`config.mk`:
```
export PLATFORM = sky130hd
export DESIGN_NAME = frd_queue
export DESIGN_NICKNAME = d
export VERILOG_FILES = /design/src/frd_pkg.sv /design/src/frd_queue.sv
export SDC_FILE = /design/constraint.sdc
export NUM_CORES = 1
export LEC_CHECK = 0
export ABC_AREA = 1
export BUFFER_PORTS_ARGS = -buffer_cell sky130_fd_sc_hd__buf_2
export CAP_MARGIN = 20
export CORE_UTILIZATION = 45
export CTS_CLUSTER_DIAMETER = 30
export DETAILED_ROUTE_END_ITERATION = 8
export PLACE_DENSITY = 0.71
export SETUP_SLACK_MARGIN = 0.05
export SLEW_MARGIN = 20
export SYNTH_ARGS = -nofsm -noshare
export SYNTH_HDL_FRONTEND = slang
export SYNTH_SLANG_ARGS = --single-unit
```
`constraint.sdc`:
```
create_clock -name clk_i -period 2.3 [get_ports clk_i]
set_clock_uncertainty 0.05 [all_clocks]
set_input_delay 0.46 -clock clk_i [delete_from_list [all_inputs] [get_ports clk_i]]
set_output_delay 0.46 -clock clk_i [all_outputs]
set_load 0.01 [all_outputs]
```
`src/frd_pkg.sv`:
```
// shared constants, word types and interface structs for the recurring decimal block
package frd_pkg;

  // default sizing
  localparam int MaxDenomDef  = 1024;
  localparam int MaxDigitsDef = 64;

  // field widths
  localparam int NumW     = 10;
  localparam int DenW     = 10;
  localparam int CntW     = 7;
  localparam int DigitW   = 4;
  localparam int DigAddrW = 6;

  // remainder times radix, and multiples of the denominator up to nine
  localparam int Radix  = 10;
  localparam int ProdW  = 14;
  localparam int EpochW = 6;

  // input word
  typedef struct packed {
    logic [NumW-1:0] numerator;
    logic [DenW-1:0] denominator;
    logic [CntW-1:0] digit_count;
  } in_word_t;

  // result word
  typedef struct packed {
    logic [DigitW-1:0] digit;
    logic              repeating;
    logic              last;
    logic              invalid;
  } out_word_t;

  // classified job held in the queue
  typedef struct packed {
    logic            invalid;
    logic [NumW-1:0] numerator;
    logic [DenW-1:0] denominator;
    logic [CntW-1:0] digit_count;
  } job_t;

  // scan outcome handed to the emitter
  typedef struct packed {
    logic            invalid;
    logic            cyclic;
    logic [DenW-1:0] cycle_start;
    logic [DenW-1:0] total;
    logic [CntW-1:0] digit_count;
  } sum_t;

  // digit buffer write port
  typedef struct packed {
    logic                we;
    logic [DigAddrW-1:0] addr;
    logic [DigitW-1:0]   data;
  } dwr_t;

endpackage

```
`src/frd_queue.sv`:
```
// two-entry job queue between the front end and the scan engine
module frd_queue (
  input  logic          clk_i,
  input  logic          rst_ni,
  input  logic          push_i,
  input  frd_pkg::job_t data_i,
  output logic          full_o,
  output logic          valid_o,
  input  logic          pop_i,
  output frd_pkg::job_t data_o
);

  frd_pkg::job_t slot_q [2];
  logic          wr_ptr_q;
  logic          rd_ptr_q;
  logic [1:0]    count_q;

  assign full_o  = count_q[1];
  assign valid_o = count_q != 2'd0;
  assign data_o  = slot_q[rd_ptr_q];

  // pointers and fill count
  always_ff @(posedge clk_i or negedge rst_ni) begin
    if (!rst_ni) begin
      wr_ptr_q <= 1'b0;
      rd_ptr_q <= 1'b0;
      count_q  <= 2'd0;
    end else begin
      if (push_i) begin
        wr_ptr_q <= !wr_ptr_q;
      end
      if (pop_i) begin
        rd_ptr_q <= !rd_ptr_q;
      end
      if (push_i && !pop_i) begin
        count_q <= count_q + 2'd1;
      end else if (pop_i && !push_i) begin
        count_q <= count_q - 2'd1;
      end
    end
  end

  // storage
  always_ff @(posedge clk_i) begin
    if (push_i) begin
      slot_q[wr_ptr_q] <= data_i;
    end
  end

endmodule

```
==> impl_metrics.tcl <==
set metrics [dict create \
    grt_pass1_vias 1233 \
    crit_type "reg2out" \
    period_share_pct 85.9 \
    globalplace.congestion 0.651 \
    crit_arrival_ns 1.47 \
    worst_skew_pair.late_latency_ns 0.32 \
    reg2reg_slack_ns 0.92 \
    syn_inst 111 \
    holdCritPathClass "in2reg" \
    cp_max_fo 28 \
    ys_types 15 \
    fillers 380 \
    leakage_nw 1.17 \
    powerDensity_nw_per_um2 1210 \
    crit_required_ns 1.79 \
    cts.sinks 60 \
    hpwl_um 2670 \
    routedWlPerCell_um 14.9 \
    die_y_um 73.0 \
    drive_above_1_share_pct 55.8 \
    yosysWarnings 0 \
    finalHoldViolCount 0 \
    hold_ws_ns 0.271 \
    max_freq_mhz 506 \
    coreArea_um2 4790 \
    slew_violations 0 \
    setup_viol 0 \
    end_kind "primary output" \
    die_x_um 73.0 \
    drcViolationCount 0 \
    grt-ovfl-total 0 \
    layout_min_cycle_time_ns 1.98 \
    io_buffers 61 \
    ir_drop_v 0.000685 \
    grt_setup_unrepaired "false" \
    post_cts.repair.setup_buffers 0 \
    ant_nets 0 \
    final_common_cell "buf_2" \
    dr_total_vias 1188 \
    drt_iter0_drc 63 \
    nNetsFinal 218 \
    routed_wl_um 3820 \
    grt_use_total_pct 15.7 \
    startpoint_type "flop" \
    num_io_pins 62 \
    syn_nets 144 \
    grt_pass1_wl_um 5690 \
    fin_ws_ns 0.325 \
    cts_tree "yes" \
    run_status "finished clean" \
    std_cell_rows 25 \
    root_buffer "clkbuf_8" \
    ys_seq_area_share_pct 78.5 \
    mostFrequentLayoutCells "buf_2 (61), edfxtp_1 (56), mux2_2 (18), clkbuf_8 (11), mux2_4 (10)" \
    vias_per_cell 4.62 \
    cts_buffers 9 \
    ys_ff_latch 60 \
    clkTransAtPathRegs_ns 0.07 \
    htree_levels 3 \
    max-cap-violations 0 \
    syn2layout_area_growth_pct 27.3 \
    tightest_slew_ns 0.449 \
    grt_max_degree 29 \
    timing.setup.tns_ns 0 \
    dieArea_um2 5330 \
    synth_area_per_cell_um2 20.5 \
    max_slew_margin_pct 70.0 \
    clock_tree.buffer_depth 2 \
    antenna_found_initial 0 \
    dr.pass1.iters 4 \
    diodes 0 \
    p_total_mw 3.50 \
    synth_area_um2 2270 \
    pre_cts_ws_ns 0.650 \
    utilization_pct 60.4 \
    start_util_pct 47.5 \
]
cells in the mapped netlist (all sizes together):
cell type  number  area (um2)
ha              1        12.5
mux2           28         353
nand4           1        6.26
nand2           6        22.5
inv             7        26.3
nand3           1        5.00
nor2            1        3.75
xor2            2        17.5
buf             3        33.8
edfxtp         56        1680
xnor2           1        8.76
dfrtp           4         100
critical path, stage by stage (launching register included):
cell     delay (ns)
dfrtp_1        0.41
buf_12         0.22
mux2_2         0.36
buf_2          0.14
final timing paths:
kind | startpoint | end | cells past startpoint
max | rd_ptr_q | data_o[11] | 3
min | data_i[12] | slot_q[1][12] | 1
max reg2reg | wr_ptr_q | slot_q[1][17] | 3
min reg2reg | wr_ptr_q | wr_ptr_q | 1
max in group asynchronous | rst_ni | rd_ptr_q | 2
min in group asynchronous | rst_ni | wr_ptr_q | 2
logic make-up after synthesis:
logic type,after synthesis,synth area share (%)
XOR/XNOR,3,1.16
adder cells (fa/ha/maj),1,0.551
buffers and inverters,10,2.64
flip-flops,60,78.5
multiplexers,28,15.5
AND/OR/NAND/NOR,9,1.65
repair_timing:
item	CTS	global route
endpoints found under the hold margin	4	0
resized for setup	0	0
hold buffers	1	0
through the flow:
stage / cells / area, um2
5_1_grt: 257 / 2890
4_1_cts: 257 / 2890
6_report: 257 / 2890
3_5_place_dp: 240 / 2680
2_1_floorplan: 111 / 2270
3_3_place_gp: 240 / 2680
layout make-up:
cell class | count | area, um2 | share of cell area (%)
Clock buffer | 14 | 163 | 5.63
Sequential cell | 60 | 1780 | 61.6
Inverter | 7 | 26.3 | 0.909
Timing Repair Buffer | 66 | 370 | 12.8
Clock inverter | 2 | 33.8 | 1.17
Tap cell | 67 | 83.8 | 2.90
Multi-Input combinational cell | 41 | 432 | 14.9
report_power, final:
part           internal [mW]  switching [mW]  total (mW)
logic                  0.529           0.519        1.05
registers               1.46          0.0792        1.54
clock network          0.557           0.356       0.914
flip-flops by register name, indices dropped and copies added (netlist names):
name,count
slot_q,56
count_q,2
rd_ptr_q,1
wr_ptr_q,1
per-layer routing:
layer  GRT usage, %  routed length (um)
met2           27.0                2060
met4           9.80                  82
met1           16.1                1460
met5              0                   0
met3           5.94                 215
No activity file was read; power rests on OpenSTA's default activity.
