===== src/frd_pkg.sv =====
// shared constants, word types and interface structs for the recurring decimal block
package frd_pkg;

  // default sizing
  localparam int MaxDenomDef  = 1024;
  localparam int MaxDigitsDef = 64;

  // field widths
  localparam int NumW     = 10;
  localparam int DenW     = 10;
  localparam int CntW     = 7;
  localparam int DigitW   = 4;
  localparam int DigAddrW = 6;

  // remainder times radix, and multiples of the denominator up to nine
  localparam int Radix  = 10;
  localparam int ProdW  = 14;
  localparam int EpochW = 6;

  // input word
  typedef struct packed {
    logic [NumW-1:0] numerator;
    logic [DenW-1:0] denominator;
    logic [CntW-1:0] digit_count;
  } in_word_t;

  // result word
  typedef struct packed {
    logic [DigitW-1:0] digit;
    logic              repeating;
    logic              last;
    logic              invalid;
  } out_word_t;

  // classified job held in the queue
  typedef struct packed {
    logic            invalid;
    logic [NumW-1:0] numerator;
    logic [DenW-1:0] denominator;
    logic [CntW-1:0] digit_count;
  } job_t;

  // scan outcome handed to the emitter
  typedef struct packed {
    logic            invalid;
    logic            cyclic;
    logic [DenW-1:0] cycle_start;
    logic [DenW-1:0] total;
    logic [CntW-1:0] digit_count;
  } sum_t;

  // digit buffer write port
  typedef struct packed {
    logic                we;
    logic [DigAddrW-1:0] addr;
    logic [DigitW-1:0]   data;
  } dwr_t;

endpackage


===== src/frd_emit.sv =====
// emitter: digit buffer, cycle wrap-around and registered result word
module frd_emit #(
  parameter int MAX_DIGITS = frd_pkg::MaxDigitsDef
) (
  input  logic               clk_i,
  input  logic               rst_ni,
  input  logic               sum_valid_i,
  output logic               sum_ready_o,
  input  frd_pkg::sum_t      sum_i,
  input  frd_pkg::dwr_t      dwr_i,
  output logic               busy_o,
  output logic               out_valid_o,
  input  logic               out_ready_i,
  output frd_pkg::out_word_t out_word_o
);

  localparam int DenW  = frd_pkg::DenW;
  localparam int CntW  = frd_pkg::CntW;
  localparam int DigAw = (MAX_DIGITS > 1) ? $clog2(MAX_DIGITS) : 1;

  logic [frd_pkg::DigitW-1:0] dbuf_mem [MAX_DIGITS];

  logic            active_q;
  logic [CntW-1:0] k_q;
  logic [CntW-1:0] idx_q;
  logic [CntW-1:0] cnt_q;
  logic            cyclic_q;
  logic            inv_q;
  logic [DenW-1:0] cs_q;
  logic [DenW-1:0] total_q;

  logic                       rd_valid_q;
  logic [frd_pkg::DigitW-1:0] rd_digit_q;
  logic                       rd_rep_q;
  logic                       rd_last_q;
  logic                       rd_inv_q;

  logic               out_valid_q;
  frd_pkg::out_word_t out_q;

  logic            take;
  logic            adv;
  logic            issue;
  logic            last_now;
  logic            rep_now;
  logic [CntW-1:0] idx_next;
  logic [CntW-1:0] cnt_new;

  assign sum_ready_o = !active_q;
  assign busy_o      = active_q;
  assign take        = sum_valid_i && sum_ready_o;
  assign adv         = rd_valid_q && (!out_valid_q || out_ready_i);
  assign issue       = active_q && (!rd_valid_q || adv);
  assign out_valid_o = out_valid_q;
  assign out_word_o  = out_q;

  // digit position flags and buffer index walk, wrapping back to the cycle start
  always_comb begin
    last_now = k_q == (cnt_q - 1'b1);
    rep_now  = cyclic_q && (DenW'(k_q) >= cs_q);
    if (cyclic_q && (DenW'(idx_q) == (total_q - 1'b1))) begin
      idx_next = cs_q[CntW-1:0];
    end else begin
      idx_next = idx_q + 1'b1;
    end
  end

  // number of words for the incoming job
  always_comb begin
    if (sum_i.invalid) begin
      cnt_new = CntW'(1);
    end else if (sum_i.cyclic || (DenW'(sum_i.digit_count) < sum_i.total)) begin
      cnt_new = sum_i.digit_count;
    end else begin
      cnt_new = sum_i.total[CntW-1:0];
    end
  end

  // digit buffer
  always_ff @(posedge clk_i) begin
    if (dwr_i.we) begin
      dbuf_mem[dwr_i.addr[DigAw-1:0]] <= dwr_i.data;
    end
    if (issue) begin
      rd_digit_q <= dbuf_mem[idx_q[DigAw-1:0]];
    end
  end

  // control
  always_ff @(posedge clk_i or negedge rst_ni) begin
    if (!rst_ni) begin
      active_q    <= 1'b0;
      rd_valid_q  <= 1'b0;
      out_valid_q <= 1'b0;
    end else begin
      if (take) begin
        active_q <= 1'b1;
      end else if (issue && last_now) begin
        active_q <= 1'b0;
      end
      if (issue) begin
        rd_valid_q <= 1'b1;
      end else if (adv) begin
        rd_valid_q <= 1'b0;
      end
      if (adv) begin
        out_valid_q <= 1'b1;
      end else if (out_ready_i) begin
        out_valid_q <= 1'b0;
      end
    end
  end

  // job registers, read stage flags and output word
  always_ff @(posedge clk_i) begin
    if (take) begin
      k_q      <= '0;
      idx_q    <= '0;
      cnt_q    <= cnt_new;
      cyclic_q <= sum_i.cyclic;
      inv_q    <= sum_i.invalid;
      cs_q     <= sum_i.cycle_start;
      total_q  <= sum_i.total;
    end else if (issue) begin
      k_q   <= k_q + 1'b1;
      idx_q <= idx_next;
    end
    if (issue) begin
      rd_rep_q  <= rep_now && !inv_q;
      rd_last_q <= last_now;
      rd_inv_q  <= inv_q;
    end
    if (adv) begin
      out_q.digit     <= rd_inv_q ? '0 : rd_digit_q;
      out_q.repeating <= rd_rep_q;
      out_q.last      <= rd_last_q;
      out_q.invalid   <= rd_inv_q;
    end
  end

  // the word counter stays inside the job's count
  assert property (@(posedge clk_i) disable iff (!rst_ni)
    active_q |-> (k_q < cnt_q))
    else $error("digit counter past the job's count");

  // an invalid job gives a single zero word
  assert property (@(posedge clk_i) disable iff (!rst_ni)
    (out_valid_o && out_word_o.invalid) |-> (out_word_o.last && (out_word_o.digit == '0)))
    else $error("invalid word not a single zero digit");

endmodule


===== config.mk =====
export PLATFORM = sky130hd
export DESIGN_NAME = frd_emit
export DESIGN_NICKNAME = d
export VERILOG_FILES = /design/src/frd_pkg.sv /design/src/frd_emit.sv
export SDC_FILE = /design/constraint.sdc
export NUM_CORES = 1
export LEC_CHECK = 0
export BUFFER_PORTS_ARGS = -buffer_cell sky130_fd_sc_hd__buf_2
export CORE_MARGIN = 4
export CORE_UTILIZATION = 65
export CTS_CLUSTER_SIZE = 10
export DETAILED_ROUTE_END_ITERATION = 10
export PLACE_DENSITY = 0.83
export SYNTH_ARGS = -nofsm -noshare
export SYNTH_HDL_FRONTEND = slang
export SYNTH_SLANG_ARGS = --single-unit

===== constraint.sdc =====
create_clock -name clk_i -period 4 [get_ports clk_i]
set_input_delay 0.8 -clock clk_i [delete_from_list [all_inputs] [get_ports clk_i]]
set_output_delay 0.8 -clock clk_i [all_outputs]
set_load 0.05 [all_outputs]

==> key figures <==
Power and ir drop
  • Sequential Power Share: 46.6%
  • Sw power: 2.18 mW
  • Power density cells: 572 nW/um^2
  • Leakage: 4.84 nW
  • Power Internal: 6.24 mW
  • Peak VDD IR: 422 uV
  • Combinational share of power: 19.2%
  • Sw frac: 25.9%
  • Clock power share: 34.3%

Logic synthesis
  • YS warnings: 0
  • Syn Inst Count: 750
  • Avg Synthesized Cell Area: 17.6 sq um
  • Distinct cell type count after synthesis: 46
  • Post-synth EDFFs: 299
  • Main flop type after synthesis: edfxtp_1
  • Syn nets: 811
  • Post-synth ARST share: 0.949%
  • Yosys reg bits: 316
  • Synth Cell Area: 13200 sq um
  • Seq/Total Area, Yosys: 70.6%

Setup path
  • Source of the critical timing path: idx_q[0]$_SDFFE_PP0P_
  • CP Data Arrival Time: 3.26 ns
  • Largest driver fanout on the critical path: 38
  • RR Startpoint: idx_q[0]$_SDFFE_PP0P_
  • Worst Reg-to-Reg Cells: 4
  • CP endpoint kind: flop
  • Critical Path Source Type: flop
  • Crit path kind: reg2reg
  • Worst endpoint required time: 4.24 ns

Timing
  • Fin. Hold Viols: 0
  • Setup TNS: 0 ns
  • Worst Skew: 0.0112 ns
  • Slew headroom: 23.9%
  • Period utilization: 75.6%
  • Fin worst setup slack: 0.978 ns
  • Max Slew Vio Count: 0
  • WHS: 0.0828 ns
  • Setup-failing EPs final: 0
  • Fmax achieved: 0.331 GHz
  • Final min period: 3.02 ns
  • RSZ-0062 raised after global routing: no
  • Worst Tran Pin Value: 1.14 ns

Route
  • Routed WL: 28.2 mm
  • Vias per inst: 6.58
  • Iter 0 DRT Violations: 805
  • Drt first pass iters: 6
  • Post-route ant nets: 0
  • Routed wire length per instance: 25.8 um
  • # DRC: 0
  • DR vias: 7180

Layout
  • Register Area: 9340 sq um
  • Fillers: 1076
  • Post-Layout Cell Count: 1091
  • Share of layout cells above drive strength 1: 22.6%
  • ANT cells: 0
  • Post-layout nets: 874
  • Synthesis-to-finish area growth: 11.2%
  • Multi-input gate area: 3630 sq um

Die
  • Die X: 151 um
  • Die Footprint: 22700 sq um
  • IO Count: 54
  • Rows: 51
  • Starting Density: 67.0%
  • Die height: 151 um
  • CORE AREA: 19700 sq um

CTS
  • Cts repair resizes: 0
  • CTS buffer count: 37
  • Latest clock arrival within the worst-skew pair: 0.51 ns
  • Post-CTS Setup Inserts: 0
  • CTS Root Cell: clkbuf_16
  • TritonCTS clock tree: yes
  • CTS sink cnt: 316
  • CTS Hold Bufs: 0
  • Clk buf depth: 3
  • H-tree depth: 2
  • CTS clk-pin slew, worst paths: 0.06 ns

Outcome
  • Status: finished clean

Global routing
  • Largest net degree at the start of global routing: 65
  • First-pass GRT wire length: 43.7 mm
  • Grt total ovfl: 0
  • Vias in the first global route: 7434
  • Initial antenna violation count: 0
  • GRT Total Usage: 26.1%

Placed design
  • Detailed Place HPWL: 17.4 mm
  • PortBufs: 53
  • Cells after DPL: 1039
  • Placer congestion estimate: 0.841
  • DP Worst Slack: 0.959 ns

Flow run
  • Max_cap viols: 0

Hold path
  • Hold Crit Class: in2async
per-stage QoR:
stage	cell area (sq um)	total power, mW	util, %
floorplan	13200	5.14	-
global placement	13700	5.50	69.5
detailed placement	13700	5.57	69.5
CTS	14700	8.45	74.6
global route	14700	8.73	74.6
finish	14700	8.42	74.6
cell type report:
type / count / area share [%]
inverters: 21 / 0.536
clock inverters: 3 / 0.145
multi-input cells: 377 / 24.7
clock buffers: 49 / 6.60
repair buffers: 60 / 2.25
flip-flops and latches: 316 / 63.5
well taps: 265 / 2.26
critical path, cell delays in order (launching register included):
cell and delay [ns]:
dfxtp_4 0.85, buf_12 0.35, mux4_2 0.58, mux4_2 0.47
mux4_2 0.46
cell usage after synthesis (2+ instances only):
library cell,count,area [sq um]
buf_1,6,22.5
buf_6,4,45.0
inv_1,21,78.8
mux2i_1,18,180
xor2_1,6,52.6
or4_1,3,22.5
ha_1,17,213
xnor2_1,12,105
or4b_1,2,20.0
edfxtp_1,299,8980
mux4_2,78,1760
dfrtp_1,3,75.1
nand4_1,4,25.0
a31oi_1,4,25.0
clkbuf_1,15,56.3
nand4b_1,4,35.0
nand3_1,15,75.1
buf_4,2,15.0
a21o_1,6,45.0
or2_2,4,25.0
a32oi_1,3,26.3
nand2b_1,18,113
or3_1,6,37.5
nor3_1,4,20.0
nand3b_1,5,37.5
a21oi_1,17,85.1
nor2b_1,22,138
o21ai_0,7,35.0
a211oi_1,8,60.1
buf_2,9,45.0
dfxtp_1,14,280
nand2_1,24,90.1
nor2_1,77,289
metal layers:
layer	up-vias	GRT usage [%]	routed length, um
met2	399	44.3	14600
met1	3641	34.9	10400
met5	-	0	0
met3	60	5.15	2390
li1	3080	-	-
met4	0	8.11	843
placed cells by master (no fill, tap or decap), types with 18 or more instances in the layout:
master,instances
edfxtp_1,299
inv_1,21
nand2b_1,18
nor2b_1,21
clkbuf_16,37
mux4_2,78
mux2i_1,18
nor2_1,77
buf_2,53
nand2_1,24
kinds of logic after synthesis:
group                    count (synthesis)  synth area share, %
flip-flops                             316                 70.6
AND/OR/NAND/NOR                        193                 7.31
multiplexers                            96                 14.7
buffers and inverters                   57                 1.99
AO/OA/AOI/OAI                           53                 2.65
XOR/XNOR                                18                 1.19
adder cells (fa/ha/maj)                 17                 1.61
worst paths after layout:
path,endpoint,slack [ns]
max reg2reg,rd_digit_q[1]$_DFFE_PP_,0.98
min reg2reg,out_word_o[1]$_DFFE_PP_,0.43
min in group clk_i,out_word_o[1]$_DFFE_PP_,0.43
max in group asynchronous,out_valid_o$_DFFE_PN0P_,3.80
min,rd_valid_q$_DFFE_PN0P_,0.08
max,rd_digit_q[1]$_DFFE_PP_,0.98
power by group through the flow:
stage / sequential (mW) / combinational, mW / clock (mW)
5_1_grt: 3.94 / 1.72 / 3.07
2_1_floorplan: 3.90 / 1.24 / 0
6_report: 3.92 / 1.61 / 2.88
3_3_place_gp: 3.98 / 1.53 / 0
4_1_cts: 3.92 / 1.62 / 2.91
3_5_place_dp: 3.98 / 1.59 / 0
state kept, by name (all words and copies together), names as in the netlist:
signal and cells:
dbuf_mem 256, cs_q 10, total_q 10, cnt_q 7, idx_q 7, k_q 7
out_word_o 7, rd_digit_q 4, busy_o 1, cyclic_q 1, inv_q 1, out_valid_o 1
rd_inv_q 1, rd_last_q 1, rd_rep_q 1, rd_valid_q 1
Note: power is estimated with default switching activity, not from simulation.
