### config.mk
export PLATFORM = sky130hd
export DESIGN_NAME = frd_front
export DESIGN_NICKNAME = d
export VERILOG_FILES = /design/src/frd_pkg.sv /design/src/frd_front.sv
export SDC_FILE = /design/constraint.sdc
export NUM_CORES = 1
export LEC_CHECK = 0
export BUFFER_PORTS_ARGS = -buffer_cell sky130_fd_sc_hd__buf_4
export CAP_MARGIN = 10
export CELL_PAD_IN_SITES_DETAIL_PLACEMENT = 0
export CELL_PAD_IN_SITES_GLOBAL_PLACEMENT = 2
export CORE_MARGIN = 1
export CORE_UTILIZATION = 15
export DETAILED_ROUTE_END_ITERATION = 8
export PLACE_DENSITY_LB_ADDON = 0.1
export SLEW_MARGIN = 20
export SYNTH_ARGS = -nofsm -noshare
export SYNTH_HDL_FRONTEND = slang
export SYNTH_SLANG_ARGS = --single-unit
### constraint.sdc
create_clock -name vclk -period 2.52
set_input_delay 0.504 -clock vclk [all_inputs]
set_output_delay 0.504 -clock vclk [all_outputs]
set_load 0.005 [all_outputs]
### src/frd_pkg.sv
// shared constants, word types and interface structs for the recurring decimal block
package frd_pkg;

  // default sizing
  localparam int MaxDenomDef  = 1024;
  localparam int MaxDigitsDef = 64;

  // field widths
  localparam int NumW     = 10;
  localparam int DenW     = 10;
  localparam int CntW     = 7;
  localparam int DigitW   = 4;
  localparam int DigAddrW = 6;

  // remainder times radix, and multiples of the denominator up to nine
  localparam int Radix  = 10;
  localparam int ProdW  = 14;
  localparam int EpochW = 6;

  // input word
  typedef struct packed {
    logic [NumW-1:0] numerator;
    logic [DenW-1:0] denominator;
    logic [CntW-1:0] digit_count;
  } in_word_t;

  // result word
  typedef struct packed {
    logic [DigitW-1:0] digit;
    logic              repeating;
    logic              last;
    logic              invalid;
  } out_word_t;

  // classified job held in the queue
  typedef struct packed {
    logic            invalid;
    logic [NumW-1:0] numerator;
    logic [DenW-1:0] denominator;
    logic [CntW-1:0] digit_count;
  } job_t;

  // scan outcome handed to the emitter
  typedef struct packed {
    logic            invalid;
    logic            cyclic;
    logic [DenW-1:0] cycle_start;
    logic [DenW-1:0] total;
    logic [CntW-1:0] digit_count;
  } sum_t;

  // digit buffer write port
  typedef struct packed {
    logic                we;
    logic [DigAddrW-1:0] addr;
    logic [DigitW-1:0]   data;
  } dwr_t;

endpackage

### src/frd_front.sv
// front end: input handshake, fraction check and digit count saturation
module frd_front #(
  parameter int MAX_DENOM  = frd_pkg::MaxDenomDef,
  parameter int MAX_DIGITS = frd_pkg::MaxDigitsDef
) (
  input  logic              in_valid_i,
  output logic              in_ready_o,
  input  frd_pkg::in_word_t in_word_i,
  input  logic              clearing_i,
  input  logic              q_full_i,
  output logic              push_o,
  output frd_pkg::job_t     job_o
);

  logic invalid;
  logic drop;

  // hold off while the queue is full or the remainder table is being swept
  assign in_ready_o = !q_full_i && !clearing_i;

  // zero numerator, not a proper fraction, or denominator beyond the table
  assign invalid = (in_word_i.numerator == '0) ||
                   (in_word_i.numerator >= in_word_i.denominator) ||
                   (int'(in_word_i.denominator) > MAX_DENOM);

  // a valid word asking for no digits gives nothing
  assign drop = !invalid && (in_word_i.digit_count == '0);

  assign push_o = in_valid_i && in_ready_o && !drop;

  // classified job
  always_comb begin
    job_o.invalid     = invalid;
    job_o.numerator   = in_word_i.numerator;
    job_o.denominator = in_word_i.denominator;
    if (int'(in_word_i.digit_count) > MAX_DIGITS) begin
      job_o.digit_count = frd_pkg::CntW'(MAX_DIGITS);
    end else begin
      job_o.digit_count = in_word_i.digit_count;
    end
  end

endmodule

==> run_results.csv, run 1 <==
group,metric,value,unit
run_status,status,"complete, no violations",
synth,synthMuxAreaShare,0,%
route,vias_per_cell,3.63,
synth,syn-num-nets,109,
die,die_h,60.3,µm
finish,seq_cells,0,
finish,antenna_cells,0,
synth,synth_adder_area_share,24.6,%
route,drt_first_iter_violations,0,
finish,seq_area,0,µm²
setup_path,arrival,1.94,ns
grt,antenna_found_initial,0,
route,drtAntennaViolNets,0,
finish,layout.nets,149,
setup_path,required,2.02,ns
die,design.die.area,0.00363,mm²
die,ios,60,
die,coreArea,0.00313,mm²
setup_path,path_class,"in -> out",
place,numPortBuffers,60,
route,dr.pass1.iters,1,
sta,worst_slack,0.0802,ns
grt,grt_pass1_wl,1.87,mm
grt,grt-ovfl-total,0,
sta,slew_headroom,80.1,%
setup_path,critPathLaunchType,"input pin",
die,initial_core_util,16.3,%
finish,synthToLayoutAreaGrowth,67.8,%
place,place_ws,0.0490,ns
synth,synth_warnings,0,
die,rows,20,
sta,rsz0062_at_grt,"false",
setup_path,critical_path.max_fanout,2,
place,hpwlAfterDp,1.27,mm
place,gp_congestion,0.615,
synth,yosysUniqueCellTypes,18,
route,wl_per_cell,9.01,µm
sta,fmax,410,MHz
grt,grt_start_max_net_pins,9,
grt,grt_pass1_vias,445,
sta,fin_crit_sh,96.8,%
finish,final_util,27.3,%
synth,syn_avg_cell_area,7.38,µm²
finish,clockBufferCount,0,
synth,yosysSeqAreaShare,0,%
synth,synthXorXnorAreaFrac,0,%
die,die_x,60.3,µm
finish,fillers,363,
power,vdd_drop_max,0.0000369,V
synth,synthSimpleGateAreaFrac,22.1,%
finish,drive_gt1_share,65.4,%
synth,synth_area,509,µm²
synth,synth_top_family_by_area,"buffers and inverters",
sta,fin_tns_setup,0,ns
synth,synthCells,69,
power,fin_total_pwr,0.133,mW
sta,drv_slew,0,
min_path,hp-class,"in -> out",
flow_run,maxCapViolations,0,
sta,hold_violations,0,
grt,track_usage,6.36,%
sta,setup-violations-final,0,
sta,tightest_slew,0.296,ns
power,p_leak,0.485,nW
route,drc,0,
power,power_density,156,mW/mm²
sta,min_period,2.44,ns
finish,final_common_cell,"buf_4",
min_path,worstHoldPathCells,2,
route,detailroute.via_count,548,
route,drt_wl_total,1.36,mm
synth,synth_compound_area_share,13.0,%
clock_tree,cts_hold_buf,0,
finish,final_cell_mix,"buf_4 (60), inv_1 (10), ha_1 (10)",
setup_path,crit_path_end_kind,"output port",
repair_timing:
action / CTS / global route
gates resized for setup: 0 / 2
setup endpoints to repair: 0 / 1
buffers inserted: 0 / 0
critical path, cell delays in order:
cell and delay (ns):
buf_4 0.08, inv_1 0.03, ha_1 0.30, a21oi_1 0.17
o21ai_0 0.10, a31oi_1 0.17, o21ai_2 0.09, o311a_1 0.35
buf_4 0.13
metrics by stage:
step                      instance area, µm²  instances  hold slack [ns]
after global placement                   847        151             1.19
after detailed placement                 847        151             1.19
after CTS                                847        151             1.19
after floorplan                          509         69             1.04
final                                    855        151             1.18
after global routing                     855        151             1.19
area by class of cell:
type | instances | area, µm² | share of cell area [%]
timing repair buffer | 60 | 450 | 52.7
multi-input combinational | 37 | 312 | 36.5
tap | 44 | 55.1 | 6.44
inverter | 10 | 37.5 | 4.39
worst paths after layout:
kind	start	end	slack [ns]
worst max-delay path	in_word_i[14]	push_o	0.08
worst min-delay path	in_word_i[16]	job_o[16]	1.18
logic make-up (layout without fill, tap and decap cells):
family / Yosys count / after routing
and+or+nand+nor: 17 / 17
AOI/OAI and AO/OA: 10 / 10
adders and majority gates: 10 / 10
buffers and inverters: 32 / 70
Yosys cell counts:
master	count	area, µm²
buf_4	21	158
ha_1	10	125
inv_1	10	37.5
and2b_2	6	52.6
a21oi_1	5	25.0
nand2_1	2	7.51
nand4_1	2	12.5
nor2_1	2	7.51
nor4_1	2	12.5
a31oi_1	1	6.26
dlygate4sd3_1	1	10.0
nand2b_1	1	6.26
o21ai_0	1	5.00
o21ai_2	1	8.76
o221a_2	1	11.3
o311a_1	1	10.0
or3_1	1	6.26
or4_1	1	7.51
routing by layer:
layer  routed length (µm)  track usage (%)
met1                  583             9.06
met2                  672             11.3
met3                  104                0
met4                    0                0
met5                    0                0
power by group:
part	internal (mW)	switching [mW]	total (mW)
Clock	0	0	0
Sequential	0	0	0
Combinational	0.0837	0.0496	0.133
Total	0.0837	0.0496	0.133
Power figures use the tool's default switching activity.
==> run 2, diff against run 1 <==
Settings changed: ABC_AREA set to 1, MAX_ROUTING_LAYER set to met4.
==> run 2 against run 1 <==
Net effect: highest routed layer unchanged; die area is 15% higher; core utilization is 2.1 points lower; clock-buffer cell count stayed put; via count is 25% higher; non-clock buffer count stayed put; critical endpoint unchanged; flip-flop and latch count stayed put; sequential share of layout area stayed put; hold slack hardly changed; cell count is 26% higher.
==> run_results.csv, run 2 <==
group,metric,value,unit
run_status,status,"complete, no violations",
route,dr.pass1.iters,2,
route,detailroute.via_count,685,
clock_tree,cts_resized,0,
power,p_int,0.0809,mW
sta,fin_crit_sh,83.7,%
synth,yosysMostFrequentCell,"inv_1",
finish,final_common_cell,"buf_4",
route,drt_first_iter_violations,13,
synth,syn_avg_cell_area,5.64,µm²
finish,drive_gt1_share,46.5,%
grt,grt_pass1_vias,601,
route,vias_per_cell,3.61,
setup_path,arrival,1.61,ns
setup_path,critical_path.max_fanout,2,
synth,yosysSeqAreaShare,0,%
clock_tree,post-cts-setup-buffer-count,0,
grt,grt-ovfl-total,0,
sta,fin_tns_setup,0,ns
clock_tree,cts_hold_buf,0,
place,gp_congestion,0.590,
route,drc,0,
finish,antenna_cells,0,
sta,hold_violations,0,
die,die_h,64.5,µm
die,ios,60,
grt,use_met1,7.29,%
finish,clockBufferCount,0,
sta,fmax,474,MHz
min_path,hp-class,"in -> out",
die,rows,22,
sta,setup-violations-final,0,
setup_path,required,2.02,ns
grt,gr-max-usage-layer,"met2",
grt,grt_util_met3,0.176,%
route,wl_per_cell,7.39,µm
synth,yosysUniqueCellTypes,14,
synth,synth_common_cells,"inv_1 (22), buf_4 (21), nand2_1 (19), nor2_1 (18), ha_1 (10)",
place,place_ws,0.392,ns
finish,final_cell_mix,"buf_4 (60), inv_1 (22), nand2_1 (19)",
grt,use_met2,12.5,%
synth,yosys-top-cells-area,"buf_4 (27%), ha_1 (21%), inv_1 (14%), nand2_1 (12%), nor2_1 (12%)",
die,initial_core_util,15.8,%
power,p_leak,0.590,nW
sta,rsz0062_at_grt,"false",
setup_path,path_class,"in -> out",
synth,syn-num-nets,144,
place,hpwlAfterDp,1.32,mm
min_path,min_from,"in_word_i[14]",
place,numPortBuffers,60,
sta,slew_headroom,86.3,%
setup_path,critPathLaunchType,"input pin",
power,power_frac_clock,0,%
sta,tightest_slew,0.204,ns
flow_run,maxCapViolations,0,
finish,final_util,25.2,%
power,p_sw,0.0569,mW
synth,synth_warnings,0,
setup_path,crit_path_end_kind,"output port",
die,design.die.area,0.00417,mm²
min_path,worstHoldPathCells,2,
power,sw_frac_of_total,41.3,%
grt,track_usage,6.27,%
die,die_x,64.5,µm
grt,grt_pass1_wl,2.17,mm
sta,min_period,2.11,ns
finish,seq_cells,0,
power,power_density,147,mW/mm²
power,p_comb_share,100.0,%
synth,synth_area,587,µm²
grt,grt_start_max_net_pins,6,
min_path,whs_endpoint,"job_o[14]",
synth,synth_area_leader_cell,"buf_4",
die,coreArea,0.00372,mm²
route,drtAntennaViolNets,0,
power,fin_total_pwr,0.138,mW
sta,drv_slew,0,
finish,synthToLayoutAreaGrowth,59.5,%
synth,synth_top_area_share,26.9,%
power,vdd_drop_max,0.0000351,V
synth,synthCells,104,
finish,layout.nets,184,
sta,worst_slack,0.410,ns
finish,seq_area,0,µm²
grt,antenna_found_initial,0,
power,seq_power_share,0,%
route,drt_wl_total,1.41,mm
## run 2: cell count changes after synthesis, sizes merged, moves of 2 or more
| cell | change |
|---|---|
| nand2 | +17 |
| nor2 | +17 |
| nand3 | +4 |
| inv | +15 |
| a21oi | -3 |
| nor4 | -2 |
| o21ai | -2 |
| and2b | -6 |
## run 2: how the worst max path moves through the flow
stage	from	to	slack [ns]
floorplan	in_word_i[16]	job_o[27]	0.68
global placement	in_word_i[16]	push_o	0.42
detailed placement	in_word_i[16]	push_o	0.39
CTS	in_word_i[16]	push_o	0.39
global route	in_word_i[16]	push_o	0.26
finish	in_word_i[16]	push_o	0.41
## run 2: critical path, stage by stage
cell,delay (ns)
buf_4,0.08
inv_1,0.03
ha_1,0.29
nand2_1,0.09
inv_1,0.04
nand2_1,0.05
nand2_1,0.05
nor2_1,0.14
nand4_1,0.10
nand2_1,0.07
inv_1,0.04
buf_4,0.12
## run 2: power by group through the flow
stage / clock [mW] / combinational, mW / sequential [mW]
finish: 0 / 0.138 / 0
global placement: 0 / 0.140 / 0
detailed placement: 0 / 0.140 / 0
floorplan: 0 / 0.0738 / 0
CTS: 0 / 0.141 / 0
global route: 0 / 0.157 / 0
## run 2: routing by layer
layer	part of all wire [%]	vias up
met5	0	-
met4	0	0
met3	9.0	0
met2	48	32
met1	43	289
li1	-	364
## run 2: layout make-up
type,count,area [µm²]
repair buffers,60,450
multi-input cells,57,332
fillers,443,2780
inverters,25,93.8
well taps,48,60.1
## run 2: cell families after synthesis
group / synth area share (%)
buffers and inverters: 43.5
AND/OR/NAND/NOR: 31.3
adder cells (fa/ha/maj): 21.3
AO/OA/AOI/OAI: 3.84
## run 2: per-stage QoR
| step | hold WS [ns] | cell area, µm² | instances |
|---|---|---|---|
| floorplan | 1.03 | 587 | 104 |
| global placement | 1.18 | 936 | 190 |
| detailed placement | 1.19 | 936 | 190 |
| CTS | 1.19 | 936 | 190 |
| global route | 1.19 | 936 | 190 |
| finish | 1.18 | 936 | 190 |
==> run 3, diff against run 2 <==
Settings changed: ABC_AREA 1 to 0.
Clock period 2.52 ns to 2 ns, I/O delays scaled along.
==> run 3 against run 2 <==
Net effect: the flow now finishes with violations (setup timing); flip-flop and latch count did not move; hold slack got worse by 0.21 ns; global-route usage rose by 0.69 points; cell count fell by 14%; power rose by 52%; combinational power rose by 52%; first-iteration DRC count fell by 69%; worst setup slack got worse by 0.47 ns; critical path type unchanged.
==> run_results.csv, run 3 (same netlist as run 1, synthesis figures left out) <==
group,metric,value,unit
die,rows,20,
finish,seq_cells,0,
grt,grt-ovfl-total,0,
finish,final_cell_mix,"buf_4 (71), inv_1 (7), and2b_2 (6), ha_1 (6), a21oi_2 (5)",
min_path,worstHoldPathCells,2,
grt,track_usage,6.96,%
min_path,whs_endpoint,"job_o[11]",
die,die_x,60.3,µm
setup_path,critical_path.max_fanout,2,
finish,fillers,351,
setup_path,required,1.60,ns
setup_path,crit_path_end_kind,"output port",
place,gp_congestion,0.626,
die,initial_core_util,16.3,%
sta,worst_slack,-0.0615,ns
die,coreArea,0.00313,mm²
route,drt_first_iter_violations,4,
setup_path,arrival,1.66,ns
place,numPortBuffers,60,
min_path,hp-class,"in -> out",
setup_path,critPathLaunchType,"input pin",
grt,grt_pass1_wl,2.01,mm
die,die_h,60.3,µm
grt,antenna_found_initial,0,
finish,clockBufferCount,0,
finish,drive_gt1_share,78.2,%
sta,rsz0062_at_grt,"true",
route,drtAntennaViolNets,0,
power,p_leak,0.549,nW
place,hpwlAfterDp,1.31,mm
run_status,status,"finished, violations left",
die,ios,60,
route,dr.pass1.iters,2,
finish,final_common_cell,"buf_4",
clock_tree,cts_hold_buf,0,
run_status,failed_checks,"setup timing",
setup_path,slowest_delay,0.29,ns
sta,drv_slew,0,
die,design.die.area,0.00363,mm²
grt,grt_pass1_vias,488,
finish,seq_area,0,µm²
setup_path,cpMaxStageDelayCell,"o311a_1",
power,power_density,205,mW/mm²
sta,tightest_slew,0.317,ns
sta,hold_violations,0,
route,wl_per_cell,8.75,µm
sta,fin_crit_sh,103,%
route,drc,0,
setup_path,cp_cell_sequence,"buf_8 -> inv_4 -> ha_4 -> nand2b_4 -> a21oi_2 -> o221a_2 -> o21ai_2 -> o311a_1 -> buf_4",
sta,fmax,485,MHz
grt,grt_start_max_net_pins,8,
finish,layout.nets,161,
route,drt_wl_total,1.43,mm
route,detailroute.via_count,588,
sta,slew_headroom,78.7,%
sta,fin_tns_setup,-0.0615,ns
setup_path,path_class,"in -> out",
power,vdd_drop_max,0.0000701,V
sta,setup-violations-final,1,
flow_run,maxCapViolations,0,
sta,hold_ws,0.975,ns
finish,antenna_cells,0,
finish,synthToLayoutAreaGrowth,101,%
min_path,min_from,"in_word_i[11]",
sta,min_period,2.06,ns
route,vias_per_cell,3.61,
run 3: cell types whose count changed in the layout (fill, tap and decap cells not counted), sizes merged, moves of 2 or more:
| cell | change |
|---|---|
| a21oi | +3 |
| and2b | +6 |
| buf | +12 |
| inv | -15 |
| nand2 | -17 |
| nand3 | -4 |
| nor2 | -17 |
| nor4 | +2 |
| o21ai | +2 |
run 3: critical path, delay by kind of cell:
family | cells | cell delay, ns
buf+inv | 3 | 0.28
compound gates | 4 | 0.66
fa+ha+maj | 1 | 0.19
simple gates | 1 | 0.13
run 3: layout make-up:
type                            instances  area [µm²]  area share [%]
Timing Repair Buffer                   72         548            53.4
Multi-Input combinational cell         37         380            37.1
Tap cell                               44        55.1            5.37
Inverter                               10        42.5            4.15
run 3: power breakdown:
part / total [mW] / internal [mW] / switching [mW]
clock: 0 / 0 / 0
combinational: 0.210 / 0.135 / 0.0746
sequential: 0 / 0 / 0
run 3: worst max-delay path by stage:
stage | endpoint | depth (start not counted) | slack [ns] | start
6_report | push_o | 9 | -0.06 | in_word_i[17]
3_3_place_gp | push_o | 8 | -0.25 | in_word_i[7]
4_1_cts | push_o | 9 | -0.08 | in_word_i[17]
2_1_floorplan | push_o | 7 | 0.05 | in_word_i[17]
5_1_grt | push_o | 9 | -0.13 | in_word_i[17]
3_5_place_dp | push_o | 8 | -0.27 | in_word_i[7]
run 3: stage by stage:
step                total power, mW  util, %  cell area (µm²)  setup slack (ns)  cells
global route                  0.232     32.8             1030            -0.128    163
detailed placement            0.187     30.0              937            -0.266    163
CTS                           0.207     32.1             1000           -0.0804    163
finish                        0.210     32.8             1030           -0.0615    163
floorplan                    0.0877        -              509            0.0541     69
global placement              0.187     30.0              937            -0.251    163
run 3: timing repair:
| action | in CTS | in global routing |
|---|---|---|
| endpoints found under the setup margin | 1 | 2 |
| pin swaps | 7 | 1 |
| gates resized for setup | 14 | 4 |
| buffers inserted | 0 | 0 |
run 3: metal layers:
metal | vias up | GRT usage (%) | wire length [µm]
met5 | - | - | 0
met4 | 0 | 0 | 0
met3 | 0 | 0.216 | 113
met2 | 24 | 12.1 | 722
met1 | 251 | 9.44 | 590
li1 | 313 | - | -
